<file path="config.mk">
export PLATFORM = sky130hd
export DESIGN_NAME = rms_level_meter_db
export DESIGN_NICKNAME = d
export VERILOG_FILES = /design/src/rtl/rlm_pkg.sv /design/src/rtl/rlm_ctrl.sv /design/src/rtl/rlm_dp.sv /design/src/rtl/rms_level_meter_db.sv
export SDC_FILE = /design/constraint.sdc
export NUM_CORES = 2
export LEC_CHECK = 0
export BUFFER_PORTS_ARGS = -buffer_cell sky130_fd_sc_hd__buf_2
export CAP_MARGIN = 20
export CORE_UTILIZATION = 35
export DETAILED_ROUTE_END_ITERATION = 10
export HOLD_SLACK_MARGIN = 0.1
export MAX_ROUTING_LAYER = met4
export PLACE_DENSITY_LB_ADDON = 0.1
export SETUP_SLACK_MARGIN = 0.5
export SLEW_MARGIN = 20
export SYNTH_ARGS = -nofsm -noshare
export SYNTH_HDL_FRONTEND = slang
export SYNTH_SLANG_ARGS = --single-unit
</file>
<file path="constraint.sdc">
create_clock -name clk -period 16.2 [get_ports clk]
set_input_delay 3.24 -clock clk [delete_from_list [all_inputs] [get_ports clk]]
set_output_delay 3.24 -clock clk [all_outputs]
set_load 0.02 [all_outputs]
</file>
<file path="src/rtl/rlm_pkg.sv">
// ----------------------------------------------------------------------------
// rlm_pkg : shared types and constants for the rms level meter
// payload structs, fixed constants and the controller/datapath command link
// ----------------------------------------------------------------------------
package rlm_pkg;

  localparam int SampleBits = 24;
  localparam int MaxBlock   = 4096;
  localparam int SumW       = 58;
  localparam int CntW       = 13;
  localparam int LvlW       = 19;

  localparam logic [SumW-1:0] SumMax     = {SumW{1'b1}};
  localparam logic signed [LvlW-1:0] LvlFloor   = -19'sd255744;
  localparam logic signed [LvlW-1:0] LvlHoldMin = -19'sd15360;
  localparam logic [25:0] DbPerLgQ16 = 26'd50504453;

  localparam logic [0:0] RegBitDepth  = 1'b0;
  localparam logic [0:0] RegDecayStep = 1'b1;

  typedef struct packed {
    logic signed [23:0] sample;
    logic               block_end;
  } in_item_t;

  typedef struct packed {
    logic signed [LvlW-1:0] meter_db;
    logic                   hold_update;
  } out_item_t;

  // controller to datapath
  typedef struct packed {
    logic start;      // start conversion (totals are latched on the closing sample)
    logic lg_load;    // load log unit with operand
    logic lg_sel;     // 0: sum, 1: count
    logic lg_step;    // one squaring round
    logic lg_save;    // store log result
    logic mul_go;     // form db product
    logic finish;     // apply ballistics and present result
  } rlm_cmd_t;

  typedef struct packed {
    logic zero_sum;
  } rlm_sts_t;

endpackage

</file>
<file path="src/rtl/rlm_ctrl.sv">
// ----------------------------------------------------------------------------
// rlm_ctrl : conversion sequencer
// steps the shared log unit over the sum and the count, then the db scaling;
// a zero-sum block goes straight to the finish step
module rlm_ctrl (
  input  logic            clk,
  input  logic            rst,
  input  logic            go,
  input  rlm_pkg::rlm_sts_t sts,
  output rlm_pkg::rlm_cmd_t cmd,
  output logic            busy
);
  import rlm_pkg::*;

  localparam logic [2:0] StIdle = 3'd0;
  localparam logic [2:0] StLoad = 3'd1;
  localparam logic [2:0] StIter = 3'd2;
  localparam logic [2:0] StMul  = 3'd3;
  localparam logic [2:0] StMul2 = 3'd4;
  localparam logic [2:0] StFin  = 3'd5;

  logic [2:0] state, state_next;
  logic [3:0] rnd, rnd_next;
  logic       op, op_next;

  always_ff @(posedge clk) begin
    if (rst) begin
      state <= StIdle;
      rnd   <= '0;
      op    <= 1'b0;
    end else begin
      state <= state_next;
      rnd   <= rnd_next;
      op    <= op_next;
    end
  end

  always_comb begin
    state_next = state;
    rnd_next   = rnd;
    op_next    = op;
    cmd        = '0;
    unique case (state)
      StIdle: begin
        if (go) begin
          cmd.start  = 1'b1;
          op_next    = 1'b0;
          state_next = StLoad;
        end
      end
      StLoad: begin
        if (sts.zero_sum) begin
          state_next = StFin;
        end else begin
          cmd.lg_load = 1'b1;
          cmd.lg_sel  = op;
          rnd_next    = '0;
          state_next  = StIter;
        end
      end
      StIter: begin
        cmd.lg_step = 1'b1;
        rnd_next    = rnd + 4'd1;
        if (rnd == 4'd15) begin
          state_next = StMul;
        end
      end
      StMul: begin
        cmd.lg_save = 1'b1;
        cmd.lg_sel  = op;
        if (!op) begin
          op_next    = 1'b1;
          state_next = StLoad;
        end else begin
          state_next = StMul2;
        end
      end
      StMul2: begin
        cmd.mul_go = 1'b1;
        state_next = StFin;
      end
      StFin: begin
        cmd.finish = 1'b1;
        state_next = StIdle;
      end
      default: state_next = StIdle;
    endcase
  end

  assign busy = (state != StIdle);

endmodule

</file>
<file path="src/rtl/rlm_dp.sv">
// ----------------------------------------------------------------------------
// rlm_dp : accumulator, log unit, db scaling and meter ballistics
// squares are accumulated per sample; conversion runs on latched totals
// ----------------------------------------------------------------------------
module rlm_dp (
  input  logic               clk,
  input  logic               rst,
  input  logic               acc_en,
  input  rlm_pkg::in_item_t  in_item,
  input  logic [4:0]         bit_depth,
  input  logic [11:0]        decay_step,
  input  rlm_pkg::rlm_cmd_t  cmd,
  output rlm_pkg::rlm_sts_t  sts,
  output logic               blk_done,
  output rlm_pkg::out_item_t res
);
  import rlm_pkg::*;

  // accumulation
  logic [SumW-1:0] square_sum;
  logic [CntW-1:0] sample_count;
  logic [23:0]     mag;
  logic [47:0]     sq;
  logic [SumW:0]   sum_add;
  logic [SumW-1:0] sum_new;
  logic [CntW-1:0] cnt_new;

  assign mag     = in_item.sample[23] ? 24'(-in_item.sample) : in_item.sample;
  assign sq      = mag * mag;
  assign sum_add = {1'b0, square_sum} + {11'd0, sq};
  assign sum_new = sum_add[SumW] ? SumMax : sum_add[SumW-1:0];
  assign cnt_new = sample_count + 13'd1;
  assign blk_done = in_item.block_end || (cnt_new == 13'(MaxBlock));

  always_ff @(posedge clk) begin
    if (rst) begin
      square_sum   <= '0;
      sample_count <= '0;
    end else if (acc_en) begin
      if (blk_done) begin
        square_sum   <= '0;
        sample_count <= '0;
      end else begin
        square_sum   <= sum_new;
        sample_count <= cnt_new;
      end
    end
  end

  // latched block totals
  logic [SumW-1:0] s_blk;
  logic [CntW-1:0] n_blk;
  always_ff @(posedge clk) begin
    if (acc_en && blk_done) begin
      s_blk <= (sum_new < {45'd0, cnt_new}) ? {45'd0, cnt_new} : sum_new;
      n_blk <= cnt_new;
    end
  end

  logic zero_flag;
  always_ff @(posedge clk) begin
    if (acc_en && blk_done) zero_flag <= (sum_new == '0);
  end
  assign sts.zero_sum = zero_flag;

  // log unit: msb index then 16 squaring rounds
  logic [SumW-1:0] lg_op;
  logic [5:0]      msb;
  logic [31:0]     m;
  logic [15:0]     frac;
  logic [5:0]      e;
  logic [63:0]     m_sq;
  logic [33:0]     m_r;
  assign lg_op = cmd.lg_sel ? {45'd0, n_blk} : s_blk;

  always_comb begin
    msb = '0;
    for (int i = 0; i < SumW; i++) begin
      if (lg_op[i]) msb = 6'(i);
    end
  end

  assign m_sq = {32'd0, m} * {32'd0, m};
  assign m_r  = m_sq[63:30] > 34'h0 ? m_sq[63:30] : 34'h0;

  logic [SumW+29:0] norm;
  assign norm = {30'd0, lg_op} << 30 >> msb;

  always_ff @(posedge clk) begin
    if (cmd.lg_load) begin
      m    <= norm[31:0];
      e    <= msb;
      frac <= '0;
    end else if (cmd.lg_step) begin
      if (m_r[31]) begin
        m    <= m_r[32:1];
        frac <= {frac[14:0], 1'b1};
      end else begin
        m    <= m_r[31:0];
        frac <= {frac[14:0], 1'b0};
      end
    end
  end

  logic [21:0] lg_s;
  always_ff @(posedge clk) begin
    if (cmd.lg_save && !cmd.lg_sel) lg_s <= {e, frac};
  end

  // db scaling
  logic [4:0]  d;
  logic [21:0] base;
  logic signed [23:0] x;
  logic [23:0] xmag;
  logic        xneg;
  logic [49:0] prod;
  logic signed [LvlW-1:0] thr;
  logic [49:0] tprod;

  assign d    = (bit_depth < 5'd8) ? 5'd8 :
                (bit_depth > 5'(SampleBits)) ? 5'(SampleBits) : bit_depth;
  assign base = {(6'({1'b0, d}) - 6'd1) << 1, 16'd0};

  always_ff @(posedge clk) begin
    if (cmd.lg_save && cmd.lg_sel) begin
      x <= 24'(signed'({2'b0, lg_s})) - 24'(signed'({2'b0, e, frac}))
           - 24'(signed'({2'b0, base}));
    end
  end

  assign xneg = x[23];
  assign xmag = xneg ? 24'(-x) : x;

  always_ff @(posedge clk) begin
    if (cmd.mul_go) begin
      prod <= {26'd0, xmag} * {24'd0, DbPerLgQ16};
    end
  end

  // range threshold follows the depth register, also for zero-sum blocks
  always_ff @(posedge clk) begin
    tprod <= {28'd0, base} * {24'd0, DbPerLgQ16};
  end

  logic [49:0] pr, tr;
  logic signed [LvlW-1:0] level;
  logic signed [LvlW-1:0] lvl_pos;
  assign pr  = prod + 50'h80000000;
  assign tr  = tprod + 50'h80000000;
  assign thr = -LvlW'(signed'({1'b0, tr[49:32]}));
  always_comb begin
    lvl_pos = LvlW'(signed'({1'b0, pr[49:32]}));
    if (zero_flag) level = LvlFloor;
    else if (!xneg && pr[49:32] != '0) level = '0;
    else level = -lvl_pos;
  end

  // ballistics
  logic signed [LvlW-1:0] displayed_level, shown;
  logic hold;
  always_comb begin
    shown = displayed_level;
    hold  = 1'b0;
    if (level > displayed_level) begin
      shown = level;
      hold  = (level >= LvlHoldMin);
    end else if (level >= 0) begin
      shown = '0;
    end
  end

  always_ff @(posedge clk) begin
    if (rst) begin
      displayed_level <= -19'sd15360;
    end else if (cmd.finish) begin
      if (level < shown) begin
        if (shown > thr) displayed_level <= shown - LvlW'(signed'({1'b0, decay_step}));
        else displayed_level <= LvlFloor;
      end else begin
        displayed_level <= shown;
      end
    end
  end

  always_ff @(posedge clk) begin
    if (cmd.finish) begin
      res.meter_db    <= shown;
      res.hold_update <= hold;
    end
  end

endmodule

</file>
<file path="src/rtl/rms_level_meter_db.sv">
// ----------------------------------------------------------------------------
// rms_level_meter_db : block rms meter in dbfs with fall-back ballistics
// accumulates squared samples, converts each block to 1/256 db steps
// ----------------------------------------------------------------------------
// channel  | handshake          | payload
// in       | in_valid/in_ready  | in_item_t (sample, block_end)
// out      | out_valid/out_ready| out_item_t (meter_db, hold_update)
// cfg      | cfg_we             | cfg_index, cfg_data
//
// samples are taken one per cycle while no conversion is running
// a closing sample starts a conversion, which runs the shared log unit
// through 16 squaring rounds for the sum and then for the count before the db
// scaling and out_valid; a zero-sum block skips the log unit
// the result waits in an output register; only a closing sample stalls then
// synchronous active-high reset, no clearing pass
// ----------------------------------------------------------------------------
module rms_level_meter_db (
  input  logic               clk,
  input  logic               rst,
  input  logic               in_valid,
  output logic               in_ready,
  input  rlm_pkg::in_item_t  in_item,
  output logic               out_valid,
  input  logic               out_ready,
  output rlm_pkg::out_item_t out_item,
  input  logic               cfg_we,
  input  logic               cfg_index,
  input  logic [11:0]        cfg_data
);
  import rlm_pkg::*;

  logic [4:0]  bit_depth;
  logic [11:0] decay_step;
  rlm_cmd_t    cmd;
  rlm_sts_t    sts;
  logic        busy, blk_done, acc_en;

  // configuration registers
  always_ff @(posedge clk) begin
    if (rst) begin
      bit_depth  <= 5'd16;
      decay_step <= '0;
    end else if (cfg_we) begin
      unique case (cfg_index)
        RegBitDepth:  bit_depth  <= cfg_data[4:0];
        RegDecayStep: decay_step <= cfg_data;
        default: ;
      endcase
    end
  end

  // a pending result blocks the next conversion, so hold off a closing sample
  assign in_ready = !busy && (!out_valid || !blk_done);
  assign acc_en   = in_valid && in_ready;

  rlm_ctrl u_ctrl (
    .clk  (clk),
    .rst  (rst),
    .go   (acc_en && blk_done),
    .sts  (sts),
    .cmd  (cmd),
    .busy (busy)
  );

  rlm_dp u_dp (
    .clk        (clk),
    .rst        (rst),
    .acc_en     (acc_en),
    .in_item    (in_item),
    .bit_depth  (bit_depth),
    .decay_step (decay_step),
    .cmd        (cmd),
    .sts        (sts),
    .blk_done   (blk_done),
    .res        (out_item)
  );

  // output valid flag
  always_ff @(posedge clk) begin
    if (rst) out_valid <= 1'b0;
    else if (cmd.finish) out_valid <= 1'b1;
    else if (out_ready) out_valid <= 1'b0;
  end

  a_no_take_busy: assert property (@(posedge clk) disable iff (rst)
    busy |-> !in_ready) else $error("sample taken during conversion");
  a_fin_sets_valid: assert property (@(posedge clk) disable iff (rst)
    cmd.finish |=> out_valid) else $error("result lost");
  a_go_idle: assert property (@(posedge clk) disable iff (rst)
    cmd.start |=> busy) else $error("conversion did not start");

endmodule
</file>
# [Yosys cells after proc, flatten, opt, wreduce, memory -nomap -nowiden]
# Index checks and enable logic that the tools add are counted.
[totals] ff_bits=389 input_bits=43 out_inout_bits=22 wordCells=181
[classes] addsub=13 multipliers=4 order_cmp=9 eq_ne=10 n_shift=1 muxes=95 bitwise=1 n_reduce_logical=26
[op_table] cell="two-way mux 58 bit" n=3
[op_table] cell="two-way mux 6 bit" n=26
[op_table] cell="two-way mux 19 bit" n=6
[op_table] cell="two-way mux 32 bit" n=3
[op_table] cell="two-way mux 5 bit" n=18
[op_table] cell="right shift 88 x 6 -> 32 bit" n=1
[op_table] cell="multiplier 32 x 32 -> 64 bit" n=1
[op_table] cell="adder 58 x 48 -> 59 bit" n=1
[op_table] cell="logical NOT 58 bit" n=1
[op_table] cell="< comparator 58 x 13 -> 1 bit" n=1
[op_table] cell="adder 50 x 32 -> 50 bit, second input constant" n=1
[op_table] cell="multiplier 24 x 26 -> 50 bit, second input constant" n=1
[op_table] cell="adder 48 x 32 -> 49 bit, second input constant" n=1
[op_table] cell="multiplier 24 x 24 -> 48 bit" n=1
[op_table] cell="two-way mux 24 bit" n=2
[op_table] cell="negator 24 bit" n=2
[op_table] cell="> comparator 19 bit" n=2
[op_table] cell="negator 18 -> 19 bit" n=2
[op_table] cell="two-way mux 4 bit" n=9
[op_table] cell="> comparator 34 x 1 -> 1 bit, second input constant" n=1
[op_table] cell="two-way mux 33 bit" n=1
[op_table] cell="multiplier 5 x 26 -> 31 bit, second input constant" n=1
[op_table] cell="two-way mux 13 bit" n=2
[op_table] cell="two-way mux 3 bit" n=8
[op_table] cell="32 further kinds" n=64

# [Longest topological paths before layout]
[logic_depth] depth_word=62 depth_mapped=50 depth_no_buf=46

# [Modules after synthesis]
# A second synthesis with hierarchy kept.
[unflattened] hier_cells=8448 hier_area_um2=77546.9
[by_module_without_submodules] mod="rlm_dp" instances=1 cells_per_inst=8311 area_per_inst_um2=76233.1 seq_area_each_um2=8318.0
[by_module_without_submodules] mod="rms_level_meter_db" instances=1 cells_per_inst=82 area_per_inst_um2=838.3 seq_area_each_um2=360.3
[by_module_without_submodules] mod="rlm_ctrl" instances=1 cells_per_inst=55 area_per_inst_um2=475.5 seq_area_each_um2=160.2

# [Worst setup path before layout]
# No wires, ideal clock.
[synth_path] path_type="input-to-reg" start="in in_item[10] in the netlist's numbering" end="reg u_dp.s_blk[10], data pin" setup_time_ns=0.260 arrival_ns=14.239 t_required_ns=15.940 setup_slack_ns=1.701 cell_stages=46 n_path_buf=4 cell_sequence="or4_1 > nor4_1 > nand2b_1 > or3_1 > o41ai_1 > xor2_1 > clkbuf_1 > nor2_1 > fa_1 > fa_1 > fa_1 > inv_1 > fa_1 > inv_1 > fa_1 > inv_1 > fa_1 > inv_1 > [10 not listed] > nand2b_1 > clkbuf_1 > nand2b_1 > ha_1 > a21o_1 > a21o_1 > a21o_1 > a21oi_1 > nor2b_1 > o21ai_0 > nand2b_1 > a211oi_1 > a21oi_1 > a2111oi_0 > o2111a_1 > nand3_2 > buf_6 > mux2_4"
[synth_between] elab_chain_cells=7
[synth_lines] item="start: declaration" line_no="rms_level_meter_db.sv:22" source="input rlm_pkg::in_item_t in_item,"
[synth_lines] item="negator 24 bit" line_no="rlm_dp.sv:28" source="assign mag = in_item.sample[23] ? 24'(-in_item.sample) : in_item.sample;"
[synth_lines] item="two-way mux 24 bit *" line_no="rlm_dp.sv:28"
[synth_lines] item="multiplier 24 x 24 -> 48 bit *" line_no="rlm_dp.sv:29" source="assign sq = mag * mag;"
[synth_lines] item="adder 58 x 48 -> 59 bit *" line_no="rlm_dp.sv:30" source="assign sum_add = {1'b0, square_sum} + {11'd0, sq};"
[synth_lines] item="two-way mux 58 bit *" line_no="rlm_dp.sv:31" source="assign sum_new = sum_add[SumW] ? SumMax : sum_add[SumW-1:0];"
[synth_lines] item="< comparator 58 x 13 -> 1 bit" line_no="rlm_dp.sv:55" source="s_blk <= (sum_new < {45'd0, cnt_new}) ? {45'd0, cnt_new} : sum_new;"
[synth_lines] item="two-way mux 13 bit *" line_no="rlm_dp.sv:55"
[synth_lines] item="end signal: assignment" line_no="rlm_dp.sv:55"
[synth_lines] item="end: declaration" line_no="rlm_dp.sv:51" source="logic [SumW-1:0] s_blk;"
# Every way passes the cells marked *; elsewhere a longest branch is shown, timed or not.
# A chain may end at the register's enable or synchronous reset.

# [Worst setup path after layout]
[layout_path] start="in in_item[8] in the netlist's numbering" end="reg u_dp.s_blk[4], data pin"
# Same word-level chain as after synthesis.

==> results_dict.tcl <==
set metrics [dict create \
    outcome "completed" \
    synth-seq-cells 344 \
    async_flop_share_pct 0 \
    drv_slew 0 \
    synth_cell_types 107 \
    fin_cells 11177 \
    track_usage_pct 22.7 \
    route.met3.wl_um 8020 \
    post-route-min-period_ns 14.79 \
    dieArea_mm2 0.220 \
    critPathMaxFanout 26 \
    critPathMaxStageDelay_ns 0.64 \
    hp-class "reg2reg" \
    path_common_cell "fa_1" \
    clock-root-buffer "clkbuf_16" \
    antenna_found_initial 8 \
    drive_above_1_share_pct 4.94 \
    worst_slew_pin_slew_ns 1.16 \
    crit_arrival_ns 15.15 \
    synth_edf_count 195 \
    dr.first_iter.drc_count 3225 \
    hold_viol_final 0 \
    port_buffers 64 \
    start_util_pct 35.2 \
    syn_inst 8303 \
    worstSkewPairLatency_ns 0.64 \
    place_congestion 0.951 \
    numClockSinks 344 \
    reg2reg_slack_ns 4.90 \
    final.fill_count 22193 \
    setup_violations 0 \
    core_mm2 0.217 \
    ios 65 \
    worstSetupPathType "in2reg" \
    drt-met1-wl_um 107000 \
    viasPerCell 5.06 \
    final_cell_mix "1,852 x inv_1, 1,399 x fa_1, 847 x ha_1" \
    die_h_um 469 \
    final_common_cell "inv_1" \
    rsz0062_at_grt "false" \
    num-nets-final 10573 \
    drc 0 \
    syn_area_mm2 0.0763 \
    h-tree-depth 2 \
    cts_buffers 46 \
    hold_ws_ns 0.426 \
    finalSetupTns_ns 0 \
    drtPass1Iterations 6 \
    ant_nets 0 \
    maxCapViolCount 0 \
    worstSetupStartpointType "input pin" \
    syn_avg_cell_area_um2 9.19 \
    min_path_cells 0 \
    grt_pass1_wl_um 372000 \
    routed_wirelength_um 238000 \
    cts_tree "done" \
    postCtsSetupRepairBufs 0 \
    rows 171 \
    gr-total-overflow 0 \
    endpoint_kind "flop" \
    finClkSkew_ns 0.0415 \
    yosysSeqAreaShare_pct 11.6 \
    dp_hpwl_um 194000 \
    top_layer "met4" \
    cts_hold_buf 0 \
    synth_ff_type "edfxtp_1" \
    clockBufferDepth 3 \
    wl_met2_um 117000 \
    grt_max_degree 73 \
    critPathRequiredTime_ns 16.56 \
    r2r.worst_path.cells 28 \
    yosysWarningCount 0 \
    fmax_mhz 67.6 \
    dr_total_vias 56586 \
    wl_per_cell_um 21.3 \
    cts.clk_slew.worst_paths_ns 0.06 \
    timing.slew.headroom_pct 22.2 \
    die_x_um 469 \
    dp_cells 11090 \
    cp_slowest_cell "fa_1" \
    first_global_vias 61022 \
    min_period_over_period_pct 91.3 \
    area_delta_synth_final_pct 7.27 \
]
## registers in the layout, indices dropped and copies added (netlist names), 16 cells and up
name                  cells
u_dp.lg_s                22
u_dp.res                 20
u_dp.frac                16
u_dp.tprod               17
u_dp.m                   32
u_dp.x                   24
u_dp.prod                19
u_dp.square_sum          58
u_dp.displayed_level     19
u_dp.s_blk               58
## Yosys cell counts (19+ instances only)
cell type / count / area share [%]
a211oi_1: 61 / 0.60
inv_1: 1853 / 9.1
a31oi_1: 39 / 0.32
nand4_1: 47 / 0.39
and3_1: 35 / 0.29
o21bai_1: 23 / 0.23
fa_1: 1399 / 37
or2_2: 38 / 0.31
or3_1: 38 / 0.31
nor3_1: 95 / 0.62
and2_1: 221 / 1.8
buf_2: 25 / 0.16
xnor2_1: 177 / 2.0
o211ai_1: 31 / 0.30
a21o_1: 90 / 0.89
a22oi_1: 80 / 0.79
xor2_1: 77 / 0.88
o31ai_1: 30 / 0.30
or4_1: 19 / 0.19
a21boi_0: 26 / 0.26
clkbuf_1: 243 / 1.2
mux2i_1: 66 / 0.87
edfxtp_1: 195 / 7.7
nand3_1: 122 / 0.80
o21ai_0: 196 / 1.3
nor2b_1: 37 / 0.30
nor4_1: 34 / 0.28
a21oi_1: 261 / 1.7
o22ai_1: 26 / 0.21
nand2_1: 666 / 3.3
nand2b_1: 44 / 0.36
mux2_2: 20 / 0.30
nor2_1: 588 / 2.9
o21a_1: 44 / 0.43
ha_1: 847 / 14
dfxtp_1: 149 / 3.9
## final timing paths
kind / endpoint / from
worst min-delay path: u_dp.lg_s[14] / u_dp.frac[14]
worst max-delay path: u_dp.s_blk[4] / in_item[8]
worst min register to register: u_dp.lg_s[14] / u_dp.frac[14]
worst max register to register: u_dp.m[9] / u_dp.m[20]
## kinds of logic after synthesis
kind of cell	Yosys count	synth area share, %
buffers and inverters	2162	10.7
AO/OA/AOI/OAI	1157	10.3
adder cells (fa/ha/maj)	2246	50.6
AND/OR/NAND/NOR	2042	12.5
flip-flops	344	11.6
multiplexers	96	1.37
XOR/XNOR	254	2.91
other	2	0.00984
## timing repair
item,4_1_cts,5_1_grt
endpoints found under the hold margin,0,0
gates resized for setup,0,2
endpoints found under the setup margin,0,13
## layer usage
metal	GRT usage, %	vias to the layer above
met3	1.51	302
li1	-	26462
met4	5.43	0
met5	-	-
met1	29.9	28656
met2	38.2	1166
## critical path, delay by kind of cell
family	cells	cell delay, ns
AO/OA/AOI/OAI	14	3.06
XOR/XNOR	1	0.49
multiplexers	1	0.38
adder cells (fa/ha/maj)	9	4.14
buffers and inverters	7	0.92
AND/OR/NAND/NOR	12	2.90
## layout make-up
class | instances | area [µm²] | share of cell area [%]
clock inverter | 28 | 305 | 0.373
sequential | 344 | 8840 | 10.8
antenna | 1 | 2.50 | 0.00306
timing repair buffer | 209 | 1410 | 1.72
clock buffer | 58 | 1270 | 1.55
inverter | 1871 | 7020 | 8.58
multi-input combinational | 5812 | 59500 | 72.6
tap | 2854 | 3570 | 4.36
## stage by stage
stage / cell area, µm² / setup WS [ns] / utilization (%)
after CTS: 81900 / 1.16 / 37.7
after floorplan: 76400 / 1.70 / -
after global placement: 80300 / 0.741 / 37.0
final: 81900 / 1.41 / 37.7
after global routing: 81900 / 0.597 / 37.7
after detailed placement: 80300 / 0.524 / 37.0
Power is left out: the tool's default activity adds up to more than one toggle a clock period on the data nets, which glitch-free logic cannot reach.
